File: src/hw/rtl/cee_pkg.sv
// Shared definitions for the crease edge extractor: parameter defaults,
// field widths, opcodes and the status word of the normal dot-product unit.
// No dependencies.
`default_nettype none

package cee_pkg;

  // Defaults for the top-level parameters
  localparam int MAX_FACES_DEF   = 1024;
  localparam int VERTEX_BITS_DEF = 16;
  localparam int NORMAL_BITS_DEF = 16;

  // Fixed port widths
  localparam int PORT_W = 16;  // vertex and normal fields on the ports
  localparam int THR_W  = 16;  // cosine threshold, signed Q1.15

  // Edges per triangle face; a face has as many vertices and normal components
  localparam int FACE_EDGES = 3;

  // Opcodes of the input word
  localparam logic [1:0] OP_CLEAR = 2'd0;
  localparam logic [1:0] OP_LOAD  = 2'd1;
  localparam logic [1:0] OP_NEXT  = 2'd2;
  localparam logic [1:0] OP_NONE  = 2'd3;

  typedef struct packed {
    logic done;    // dot product finished this cycle
    logic crease;  // dot product is strictly below the scaled threshold
  } dot_status_t;

endpackage

`default_nettype wire

File: src/hw/rtl/cee_dot_unit.sv
// Normal dot product, its three products through one shared multiplier,
// then a signed compare against the threshold scaled to the product
// format. Depends on cee_pkg.
`default_nettype none

module cee_dot_unit #(
  parameter int NORMAL_BITS = cee_pkg::NORMAL_BITS_DEF
) (
  input  logic                                            clk,
  input  logic                                            rst,
  input  logic                                            start,
  input  logic [cee_pkg::FACE_EDGES-1:0][NORMAL_BITS-1:0] norm_a,
  input  logic [cee_pkg::FACE_EDGES-1:0][NORMAL_BITS-1:0] norm_b,
  input  logic [cee_pkg::THR_W-1:0]                       thr,
  output cee_pkg::dot_status_t                            status
);

  localparam int PROD_W = 2 * NORMAL_BITS;
  localparam int ACC_W  = PROD_W + 2;
  // Product fraction bits minus threshold fraction bits
  localparam int SH     = 2 * (NORMAL_BITS - 1) - (cee_pkg::THR_W - 1);
  localparam int SH_THR = (SH > 0) ? SH : 0;
  localparam int SH_DOT = (SH < 0) ? -SH : 0;
  localparam int CMP_W  = ((ACC_W + SH_DOT > cee_pkg::THR_W + SH_THR) ?
                           ACC_W + SH_DOT : cee_pkg::THR_W + SH_THR) + 1;
  localparam int STEP_W = $clog2(cee_pkg::FACE_EDGES + 1);
  localparam logic [STEP_W-1:0] STEP_LAST  = STEP_W'(cee_pkg::FACE_EDGES);
  localparam logic [STEP_W-1:0] STEP_FIRST = STEP_W'(1);

  logic                     busy;
  logic                     fin;
  logic [STEP_W-1:0]        step;
  logic [STEP_W-1:0]        lane;
  logic signed [PROD_W-1:0] prod;
  logic signed [ACC_W-1:0]  acc;
  logic signed [ACC_W-1:0]  prod_ext;
  logic signed [CMP_W-1:0]  dot_cmp;
  logic signed [CMP_W-1:0]  thr_cmp;

  assign lane     = (step < STEP_LAST) ? step : '0;
  assign prod_ext = {{(ACC_W - PROD_W){prod[PROD_W-1]}}, prod};

  always_ff @(posedge clk) begin
    if (rst) begin
      busy <= 1'b0;
      fin  <= 1'b0;
      step <= '0;
    end else begin
      fin <= 1'b0;
      if (start) begin
        busy <= 1'b1;
        step <= '0;
      end else if (busy) begin
        step <= step + STEP_FIRST;
        if (step == STEP_LAST) begin
          busy <= 1'b0;
          fin  <= 1'b1;
        end
      end
    end
  end

  // Multiply one component per cycle; accumulate the registered product
  always_ff @(posedge clk) begin
    if (busy && step < STEP_LAST) begin
      prod <= $signed(norm_a[lane]) * $signed(norm_b[lane]);
    end
    if (busy && step != '0) begin
      acc <= ((step == STEP_FIRST) ? '0 : acc) + prod_ext;
    end
  end

  assign dot_cmp = {{(CMP_W - ACC_W){acc[ACC_W-1]}}, acc} <<< SH_DOT;
  assign thr_cmp = {{(CMP_W - cee_pkg::THR_W){thr[cee_pkg::THR_W-1]}}, thr} <<< SH_THR;

  assign status.done   = fin;
  assign status.crease = (dot_cmp < thr_cmp);

endmodule

`default_nettype wire

File: config.mk
export PLATFORM = sky130hd
export DESIGN_NAME = cee_dot_unit
export DESIGN_NICKNAME = d
export VERILOG_FILES = /design/src/hw/rtl/cee_pkg.sv /design/src/hw/rtl/cee_dot_unit.sv
export SDC_FILE = /design/constraint.sdc
export NUM_CORES = 1
export LEC_CHECK = 0
export BUFFER_PORTS_ARGS = -buffer_cell sky130_fd_sc_hd__buf_2
export CAP_MARGIN = 10
export CORE_MARGIN = 4
export CORE_UTILIZATION = 45
export CTS_BUF_LIST = sky130_fd_sc_hd__clkbuf_2
export DETAILED_ROUTE_END_ITERATION = 16
export PLACE_DENSITY = 0.65
export SLEW_MARGIN = 30
export SYNTH_ARGS = -nofsm -noshare
export SYNTH_HDL_FRONTEND = slang
export SYNTH_SLANG_ARGS = --single-unit
File: constraint.sdc
create_clock -name clk -period 7.71 [get_ports clk]
set_clock_uncertainty 0.2 [all_clocks]
set_input_delay 0 -clock clk [delete_from_list [all_inputs] [get_ports clk]]
set_output_delay 0 -clock clk [all_outputs]
set_load 0.005 [all_outputs]
* Yosys cells after proc, flatten, opt, wreduce, memory -nomap -nowiden
Index checks and enable logic that the tools add are counted.
** Operators by class
- $add $sub $neg :: 2
- $mul :: 1
- Order comparisons :: 3
- Equal/unequal tests :: 2
- Muxes and demuxes :: 10
- Bitwise logic cells :: 1
- Reductions and logical operators :: 5
** Operator list (number)
- 16-bit binary-select mux with 2-bit select :: 2
- 34-bit adder :: 1
- 34-bit by 31-bit less-than comparator with 1-bit output :: 1
- 34-bit two-way mux :: 1
- 16-bit by 16-bit multiplier with 32-bit output :: 1
- 16-bit two-way mux :: 2
- 1-bit two-way mux :: 4
- 2-bit by 3-bit less-than comparator with 1-bit output (second input constant) :: 1
- 3-bit OR reduction :: 1
- 2-bit by 1-bit adder with 2-bit output (second input constant) :: 1
- 2-bit by 1-bit == test with 1-bit output (second input constant) :: 1
- 2-bit == test (second input constant) :: 1
- 1-bit logical AND :: 2
- 2-bit less-than comparator (second input constant) :: 1
- 2-bit two-way mux :: 1
- 2-bit nonzero test :: 1
- 2-bit OR reduction :: 1
- 1-bit inverter :: 1
** Word-level totals
- Register bits after elaboration :: 70
- Input bits :: 115
- Output and inout bits :: 2
- Logic and storage cells :: 29

* Longest topological paths before layout
Gate-level depths: netlist of run 1.
- Depth in word-level cells :: 5
- Gate-level depth with buffers :: 31
- Gate-level depth less buffers :: 28

* Worst setup path after synthesis of run 1
No wires, ideal clock.
- Kind :: register to register
- Start :: reg step[0]
- End :: reg prod[31] (data pin)
- Library setup time :: 0.260 ns
- Data arrival time :: 7.114 ns
- Data required time :: 7.250 ns
- Slack :: 0.137 ns
- Cell stages (with the launch flop) :: 29
- Buffers on the path :: 3
- Period minus slack after synthesis :: 7.573 ns
- Path through :: dfxtp_1 ha_1 clkbuf_1 buf_1 mux2i_1 nor2_1 a21oi_1 clkbuf_1 nor2_1 fa_1 inv_1 fa_1 fa_1 inv_1 fa_1 fa_1 inv_1 fa_1 inv_1 ha_1 nand2_1 a211oi_1 o31ai_1 a31oi_1 a21oi_1 o311ai_1 a31o_2 a21oi_1 xnor2_1
** On the way
- Word-level cells in the longest chain between the ends :: 5
- Elaborated cells on any way between the ends :: 7
- Those cells by class :: mul (1); order compare (1); mux (5)
** Ends and longest elaborated chain
- from (decl) :: line cee_dot_unit.sv:32 : logic [STEP_W-1:0] step;
- from (signal assigned) :: line cee_dot_unit.sv:54 : step <= step + STEP_FIRST;
- 2-bit less-than comparator :: line cee_dot_unit.sv:40 : assign lane = (step < STEP_LAST) ? step : '0;
- 2-bit two-way mux (*) :: line cee_dot_unit.sv:40
- 16-bit binary-select mux with 2-bit select :: line cee_dot_unit.sv:66 : prod <= $signed(norm_a[lane]) * $signed(norm_b[lane]);
- 16-bit two-way mux (not written as such) :: line cee_dot_unit.sv:66
- 16-bit by 16-bit multiplier with 32-bit output (*) :: line cee_dot_unit.sv:66
- to (signal assigned) :: line cee_dot_unit.sv:66
- to (decl) :: line cee_dot_unit.sv:34 : logic signed [PROD_W-1:0] prod;
Mark *: on every way between the ends. The rest lies on a longest branch, timed or not. The select of a mux whose other input is x is not followed.
A chain may end at the register's enable or synchronous reset.

* Final worst setup path of run 1
- Start :: reg step[1]
- End :: reg prod[30] (data pin)
Same word-level chain as after synthesis.

==> results_dict.tcl, run 1 <==
set metrics [dict create \
    core_area_um2 32500 \
    fin_crit_ns 7.39 \
    worstSetupPathType "register to register" \
    placement.io_buffers 116 \
    grt_max_degree 37 \
    ios 117 \
    clockBufferDepth 2 \
    synthesis.instances 1619 \
    crit_buf_inv 6 \
    htree_num_levels 3 \
    max-slew-margin-rel 0.528 \
    num-nets-final 2290 \
    grt.overflow.total 0 \
    clkTransAtPathRegs_ns 0.28 \
    place_congestion 0.983 \
    dpl_cell_area_um2 16300 \
    tightest_slew_ns 0.708 \
    synth_edf_count 66 \
    critPathArrivalTime_ns 7.56 \
    layout_commonest_cell "inv_1" \
    cp.required_ns 7.88 \
    r2r_setup_slack_ns 0.32 \
    core.rowCount 66 \
    max_stage_delay_ns 0.71 \
    stdcell_area_um2 16600 \
    critPathSlowestCell "fa_1" \
    endpoint_kind "register" \
    cts_setup_buffers 0 \
    hp-class "input pin to register" \
    synthTopCellsByArea "fa_1 (36%), edfxtp_1 (13%), ha_1 (12%)" \
    cp-start-kind "register" \
    wire_per_inst_um 16.1 \
    hp-start "norm_a[34]" \
    avgViaCountPerCell 5.10 \
    wl_mm 35.8 \
    synth_top_cell_area_share 0.356 \
    synth_area_um2 14800 \
    grt_pass1_wl_mm 59.8 \
    drive_above_1_share 0.130 \
    cts_tree "yes" \
    die_h_um 189 \
    hold_end "prod[2]" \
    path_depth 25 \
    fmax_mhz 135 \
    drc 0 \
    cpLargestDelayFamily "adder cells" \
    ant_nets 0 \
    ys_warn_count 0 \
    setup_violations 0 \
    drtIter0Drc 663 \
    synth-main-ff-cell "edfxtp_1" \
    synth_top_area_cell "fa_1" \
    fin_crit_sh 0.958 \
    final_cell_mix "inv_1 (355), fa_1 (263), nor2_1 (191)" \
    yosysUniqueCellTypes 63 \
    clockRootBuffer "clkbuf_2" \
    rsz0062_at_grt "false" \
    clk_latency_ns 0.60 \
    grt_pass1_vias 12046 \
    areaGrowthSynthToFinish_pct 12.4 \
    ys_ff_latch 70 \
    grt_usage 0.206 \
    seq_area_frac_synth 0.139 \
    crit_top_cell "fa_1" \
    fin_util 0.511 \
    route.vias.total 11337 \
    start_util 0.455 \
    antenna_found_initial 1 \
    ff2ff_path_depth 25 \
    syn_nets 2135 \
    crit_fanout 9 \
    cts_buffers 9 \
    syn_avg_cell_area_um2 9.14 \
    hold_violations 0 \
    r2r_end "prod[30]" \
    slew_violations 0 \
    cap_viol_max_count 0 \
    die_w_um 189 \
    clock_sinks 70 \
    dieArea_um2 35900 \
    dp_hpwl_mm 30.9 \
    synthArstFlopShare 0 \
    rr_startpoint "step[1]" \
    dr.pass1.iters 6 \
    min_delay_path_depth 6 \
    status "finished clean" \
    fin_tns_setup_ns 0 \
]
cells by family (layout without fill, tap and decap cells):
kind of cell	count (synthesis)	in the layout	synth area share
compound gates	226	226	0.102
xor+xnor	68	68	0.0402
fa+ha+maj	401	401	0.472
buf+inv	397	557	0.101
flops	70	70	0.139
mux	33	33	0.0223
other cells	0	1	0
simple gates	424	424	0.123
synth_stat cells, drive strengths merged, types with 13 or more instances:
library cell,instances
inv,355
fa,263
nor2,191
nand2,141
ha,138
a21oi,84
edfxtp,66
xnor2,54
a21o,45
nor2b,42
clkbuf,33
mux2i,33
o21ai,29
xor2,14
nand2b,13
o21a,13
registers in the layout, indices dropped and copies added, names as in the netlist:
signal and count:
acc 34, prod 32, step 2, busy 1, fin 1
area by class of cell:
cell class	instances	area (µm²)
Timing Repair Buffer	186	1210
Sequential cell	70	2070
Antenna cell	1	2.50
Multi-Input combinational cell	1152	11300
Tap cell	442	553
Clock buffer	9	45.0
Clock inverter	7	97.6
Inverter	355	1330
Fill cell	3107	15900
metal layers:
| metal | part of all wire | GRT usage |
|---|---|---|
| met1 | 0.45 | 0.284 |
| met4 | 0.029 | 0.0609 |
| met3 | 0.056 | 0.0229 |
| met5 | 0 | 0 |
| met2 | 0.46 | 0.348 |
worst min-delay path, delay by kind of cell:
family / cells / cell delay [ns]
buffers and inverters: 2 / 0.30
adders and majority gates: 2 / 0.26
AOI/OAI and AO/OA: 1 / 0.20
and+or+nand+nor: 1 / 0.11
what timing repair did:
action                                  in CTS  in global routing
endpoints found under the setup margin       1                  7
hold endpoints to repair                     7                  0
pin swaps                                    0                  1
hold buffers                                11                  0
gates resized for setup                      1                 17
stage by stage:
| stage | hold WS (ns) | instances | setup WS (ns) |
|---|---|---|---|
| after floorplan | -0.128 | 1619 | 0.137 |
| after global placement | 0.0395 | 2193 | 0.233 |
| after detailed placement | 0.0415 | 2194 | 0.0217 |
| after CTS | 0.111 | 2221 | 0.0478 |
| after global routing | 0.141 | 2222 | 0.00364 |
| final | 0.204 | 2222 | 0.322 |
worst max path at each step:
stage	startpoint	end
after floorplan	step[0]	prod[31]
after global placement	step[0]	prod[31]
after detailed placement	step[0]	prod[31]
after CTS	step[0]	prod[31]
after global routing	step[1]	prod[30]
final	step[1]	prod[30]
Power of run 1 is not shown: default switching activity piles up to over one toggle a cycle in this logic, so the estimate is an artifact.
==> run 2: changes to the inputs <==
--- a/config.mk
+++ b/config.mk
@@ -7,11 +7,9 @@
 export LEC_CHECK = 0
 export BUFFER_PORTS_ARGS = -buffer_cell sky130_fd_sc_hd__buf_2
 export CAP_MARGIN = 10
-export CORE_MARGIN = 4
 export CORE_UTILIZATION = 45
 export CTS_BUF_LIST = sky130_fd_sc_hd__clkbuf_2
 export DETAILED_ROUTE_END_ITERATION = 16
-export PLACE_DENSITY = 0.65
 export SLEW_MARGIN = 30
 export SYNTH_ARGS = -nofsm -noshare
 export SYNTH_HDL_FRONTEND = slang
==> constraint.sdc (replaced) <==
create_clock -name clk -period 7.5 [get_ports clk]
set_clock_uncertainty 0.2 [all_clocks]
set_input_delay 0 -clock clk [delete_from_list [all_inputs] [get_ports clk]]
set_output_delay 0 -clock clk [all_outputs]
set_load 0.005 [all_outputs]
==> run 2 against run 1 <==
  * Sequential cell count did not move
  * Routed wire length rose by 0.85%
  * Clock-buffer cell count did not move
  * Critical path depth rose by 1
  * Largest cell class unchanged
  * Highest routed layer unchanged
==> results_dict.tcl, run 2 (same netlist as run 1, synthesis figures left out) <==
set metrics [dict create \
    clkTransAtPathRegs_ns 0.29 \
    drtIter0Drc 582 \
    final_cell_mix "inv_1 (354), fa_1 (260), nor2_1 (191)" \
    cp.required_ns 7.65 \
    dp.cells 2219 \
    setup_violations 0 \
    worstSetupPathType "register to register" \
    layout_commonest_cell "inv_1" \
    cts_buffers 9 \
    grt_pass1_vias 11856 \
    ios 117 \
    route.vias.total 11197 \
    top_regs "acc x34, prod x32, step x2" \
    hp-class "input pin to register" \
    drive_above_1_share 0.156 \
    fmax_mhz 138 \
    core.rowCount 66 \
    cts_tree "yes" \
    die_h_um 183 \
    ant_nets 0 \
    place_congestion 0.911 \
    dr.pass1.iters 5 \
    clockBufferDepth 2 \
    placement.io_buffers 116 \
    critPathArrivalTime_ns 7.37 \
    drc 0 \
    hold_violations 0 \
    endpoint_kind "register" \
    fin_crit_sh 0.963 \
    clk_latency_ns 0.62 \
    dp_hpwl_mm 30.8 \
    grt.overflow.total 0 \
    regMostFlops "acc" \
    crit_fanout 34 \
    cp-start-kind "register" \
    dieArea_um2 33600 \
    avgViaCountPerCell 4.95 \
    htree_num_levels 3 \
    max-slew-margin-rel 0.454 \
    clock_sinks 70 \
    start_util 0.456 \
    grt_max_degree 35 \
    grt_usage 0.228 \
    wire_per_inst_um 16.0 \
    hp-start "norm_a[32]" \
    status "finished clean" \
    fin_crit_ns 7.22 \
    wl_mm 36.2 \
    antenna_found_initial 1 \
    areaGrowthSynthToFinish_pct 14.7 \
    clockRootBuffer "clkbuf_2" \
    core_area_um2 32500 \
    rr_startpoint "step[0]" \
    fin_cells 2260 \
    tightest_slew_ns 0.818 \
    cap_viol_max_count 0 \
    grt_pass1_wl_mm 59.6 \
    slew_violations 0 \
    num-nets-final 2328 \
    largest_register_ffs 34 \
    cp-startpoint "step[0]" \
    die_w_um 183 \
]
[run 2: cell count changes in the layout (fill, tap and decap cells not counted), moves of 3 or more]
cell / change
fa_1: -3
a21oi_2: +3
o21ai_1: +3
o21a_2: +3
a21o_2: +4
a21oi_1: -3
a21o_1: -4
o21a_1: -3
fa_2: +3
buf_4: +36
[run 2: layer usage]
| layer | global-route usage | up-vias | share of wire |
|---|---|---|---|
| li1 | - | 5426 | - |
| met5 | 0 | - | 0 |
| met1 | 0.311 | 5420 | 0.46 |
| met3 | 0.0312 | 30 | 0.062 |
| met4 | 0.0587 | 0 | 0.016 |
| met2 | 0.382 | 321 | 0.46 |
[run 2: final timing paths]
path                            endpoint  slack, ns  cells after the start
worst max register to register  prod[30]       0.28                     26
worst min-delay path             prod[3]       0.21                      7
worst min register to register    acc[0]       0.39                      1
worst max-delay path            prod[30]       0.28                     26
[run 2: worst max-delay path: stages, from the launching register on]
cell and delay, ns:
dfxtp_4 0.43, inv_1 0.08, ha_1 0.22, nor2b_4 0.21
buf_12 0.19, a21oi_1 0.09, buf_4 0.17, buf_4 0.13
buf_4 0.16, nor2_1 0.17, fa_2 0.51, fa_2 0.67
inv_1 0.09, fa_1 0.49, fa_1 0.58, fa_1 0.43
fa_1 0.49, inv_1 0.04, ha_1 0.28, a21o_1 0.17
a211oi_2 0.23, o22a_1 0.16, o31ai_1 0.07, buf_4 0.16
a211o_1 0.25, a21oi_1 0.17, xnor2_1 0.08
[run 2: repair_timing]
| item | 4_1_cts | 5_1_grt |
|---|---|---|
| pin swaps | 0 | 7 |
| resized for setup | 5 | 29 |
| buffers inserted | 0 | 11 |
| endpoints found under the hold margin | 7 | 0 |
| hold buffers | 13 | 0 |
| setup endpoints to repair | 2 | 8 |
[run 2: stage by stage]
stage                     hold slack, ns  cell area (µm²)  setup slack [ns]  TNS [ns]   util
after global routing               0.196            17000           -0.0250   -0.0250  0.523
after global placement            0.0545            16500             0.123         0  0.508
final                              0.214            17000             0.279         0  0.523
after floorplan                   -0.128            14800             0.120         0      -
after detailed placement          0.0545            16500            0.0171         0  0.508
after CTS                          0.131            16800           0.00135         0  0.518
[run 2: cell type report]
class                      count  area [µm²]
tap                          442         553
multi-input combinational   1152       11400
fill                        3055       15500
timing repair buffer         224        1490
clock buffer                   9        45.0
antenna                        1        2.50
sequential                    70        2070
clock inverter                 7         120
inverter                     355        1330
Power of run 2 is left out for the same reason.
==> run 3: changes to the inputs <==
--- a/config.mk
+++ b/config.mk
@@ -10,6 +10,7 @@
 export CORE_UTILIZATION = 45
 export CTS_BUF_LIST = sky130_fd_sc_hd__clkbuf_2
 export DETAILED_ROUTE_END_ITERATION = 16
+export SKIP_LAST_GASP = 1
 export SLEW_MARGIN = 30
 export SYNTH_ARGS = -nofsm -noshare
 export SYNTH_HDL_FRONTEND = slang
==> constraint.sdc (replaced) <==
create_clock -name clk -period 9.36 [get_ports clk]
set_clock_uncertainty 0.2 [all_clocks]
set_input_delay 0 -clock clk [delete_from_list [all_inputs] [get_ports clk]]
set_output_delay 0 -clock clk [all_outputs]
set_load 0.005 [all_outputs]
==> run 3 against run 2 <==
  * Clock-buffer cell count is the same
  * Critical endpoint is now prod[31]
  * Sequential cell count is the same
  * Sequential share of layout area grew 0.53 points
  * Utilization shrank 2.3 points
  * Global-route usage is essentially flat
  * First-iteration DRC count grew 3.4%
  * Non-clock buffer count shrank 73
  * Cell count shrank 3.3%
  * Worst setup slack gained 0.59 ns
  * Fmax shrank 15%
  * Register-to-register slack gained 0.59 ns
  * Largest cell class unchanged
==> results_dict.tcl, run 3 (same netlist as run 1, synthesis figures left out) <==
set metrics [dict create \
    status "finished clean" \
    critPathArrivalTime_ns 8.58 \
    ios 117 \
    areaGrowthSynthToFinish_pct 9.65 \
    setup_violations 0 \
    drtIter0Drc 602 \
    htree_num_levels 3 \
    core_area_um2 32500 \
    wire_per_inst_um 16.5 \
    cts_buffers 9 \
    fmax_mhz 118 \
    avgViaCountPerCell 5.02 \
    r2r_setup_slack_ns 0.87 \
    r2r_end "prod[31]" \
    max_stage_delay_ns 0.83 \
    regMostFlops "acc" \
    final_cell_mix "inv_1 (355), fa_1 (263), nor2_1 (191)" \
    min_delay_path_depth 5 \
    rr_startpoint "step[0]" \
    route.vias.total 10966 \
    critPathSlowestCell "a21oi_1" \
    grt.overflow.total 0 \
    cts_tree "yes" \
    die_w_um 183 \
    placement.io_buffers 116 \
    clock_sinks 70 \
    cpLargestDelayFamily "adder cells" \
    hp-class "input pin to register" \
    endpoint_kind "register" \
    wl_mm 36.1 \
    antenna_found_initial 1 \
    cp-start-kind "register" \
    num-nets-final 2255 \
    worst_slack_ns 0.867 \
    grt_pass1_wl_mm 59.6 \
    top_regs "acc x34, prod x32, step x2" \
    clockBufferDepth 2 \
    dpl_cell_area_um2 16000 \
    grt_max_degree 47 \
    cp.required_ns 9.45 \
    fin_crit_sh 0.907 \
    worstSetupPathType "register to register" \
    start_util 0.456 \
    drive_above_1_share 0.106 \
    cts_setup_buffers 0 \
    grt_pass1_vias 11538 \
    grt_usage 0.228 \
    dr.pass1.iters 5 \
    clockRootBuffer "clkbuf_2" \
    hp-start "norm_b[33]" \
    tightest_slew_ns 0.980 \
    ant_nets 0 \
    drc 0 \
    dieArea_um2 33600 \
    hold_end "prod[2]" \
    stdcell_area_um2 16200 \
    die_h_um 183 \
    largest_register_ffs 34 \
    core.rowCount 66 \
    rsz0062_at_grt "false" \
    clk_latency_ns 0.54 \
    fin_crit_ns 8.49 \
    crit_fanout 46 \
    crit_top_cell "fa_1" \
    slew_violations 0 \
    layout_commonest_cell "inv_1" \
    ctsResizeCount 0 \
    crit_buf_inv 5 \
    cap_viol_max_count 0 \
    max-slew-margin-rel 0.347 \
    fin_tns_setup_ns 0 \
    hold_violations 0 \
    clkTransAtPathRegs_ns 0.23 \
    dp_slack_ns 0.949 \
    ff2ff_path_depth 25 \
    dp_hpwl_mm 30.7 \
    place_congestion 0.953 \
]
-- run 3: cell types whose count changed in the layout (fill, tap and decap cells not counted), moves of 4 or more --
cell and delta:
a21o_2 -4, a21oi_1 +6, a21oi_2 -6, buf_4 -64, a21o_1 +4, buf_12 -5
-- run 3: tightest hold or removal path: stages --
cell	delay (ns)
buf_2	0.09
a21oi_1	0.19
nor2_1	0.19
ha_1	0.17
ha_1	0.13
-- run 3: metrics by stage --
step	cells	utilization	hold WS, ns
detailed placement	2160	0.492	0.0193
global route	2186	0.500	0.104
finish	2186	0.500	0.140
global placement	2160	0.492	0.0151
floorplan	1619	-	-0.128
CTS	2185	0.500	0.0300
-- run 3: worst max-delay path by stage --
stage	to	start	cells after the start
6_report	prod[31]	step[0]	25
4_1_cts	prod[31]	step[0]	25
2_1_floorplan	prod[31]	step[0]	28
3_3_place_gp	prod[31]	step[0]	25
3_5_place_dp	prod[31]	step[0]	25
5_1_grt	prod[31]	step[0]	25
-- run 3: area by class of cell --
| type | count | area, µm² |
|---|---|---|
| multi-input cells | 1152 | 11300 |
| fillers | 3125 | 16200 |
| inverters | 355 | 1330 |
| flip-flops and latches | 70 | 2060 |
| clock buffers | 9 | 45.0 |
| clock inverters | 6 | 111 |
| diodes | 1 | 2.50 |
| repair buffers | 151 | 868 |
| well taps | 442 | 553 |
-- run 3: metal layers --
metal  GRT usage  share of wire  vias up
met5           0              0        -
met4      0.0697          0.029        0
met3      0.0195          0.058       59
met2       0.378           0.44      355
met1       0.317           0.47     5254
li1            -              -     5298
-- run 3: timing repair --
item / 4_1_cts / 5_1_grt
setup endpoints to repair: 0 / 0
hold buffers: 10 / 0
endpoints found under the hold margin: 6 / 0
Power of run 3 is left out for the same reason.
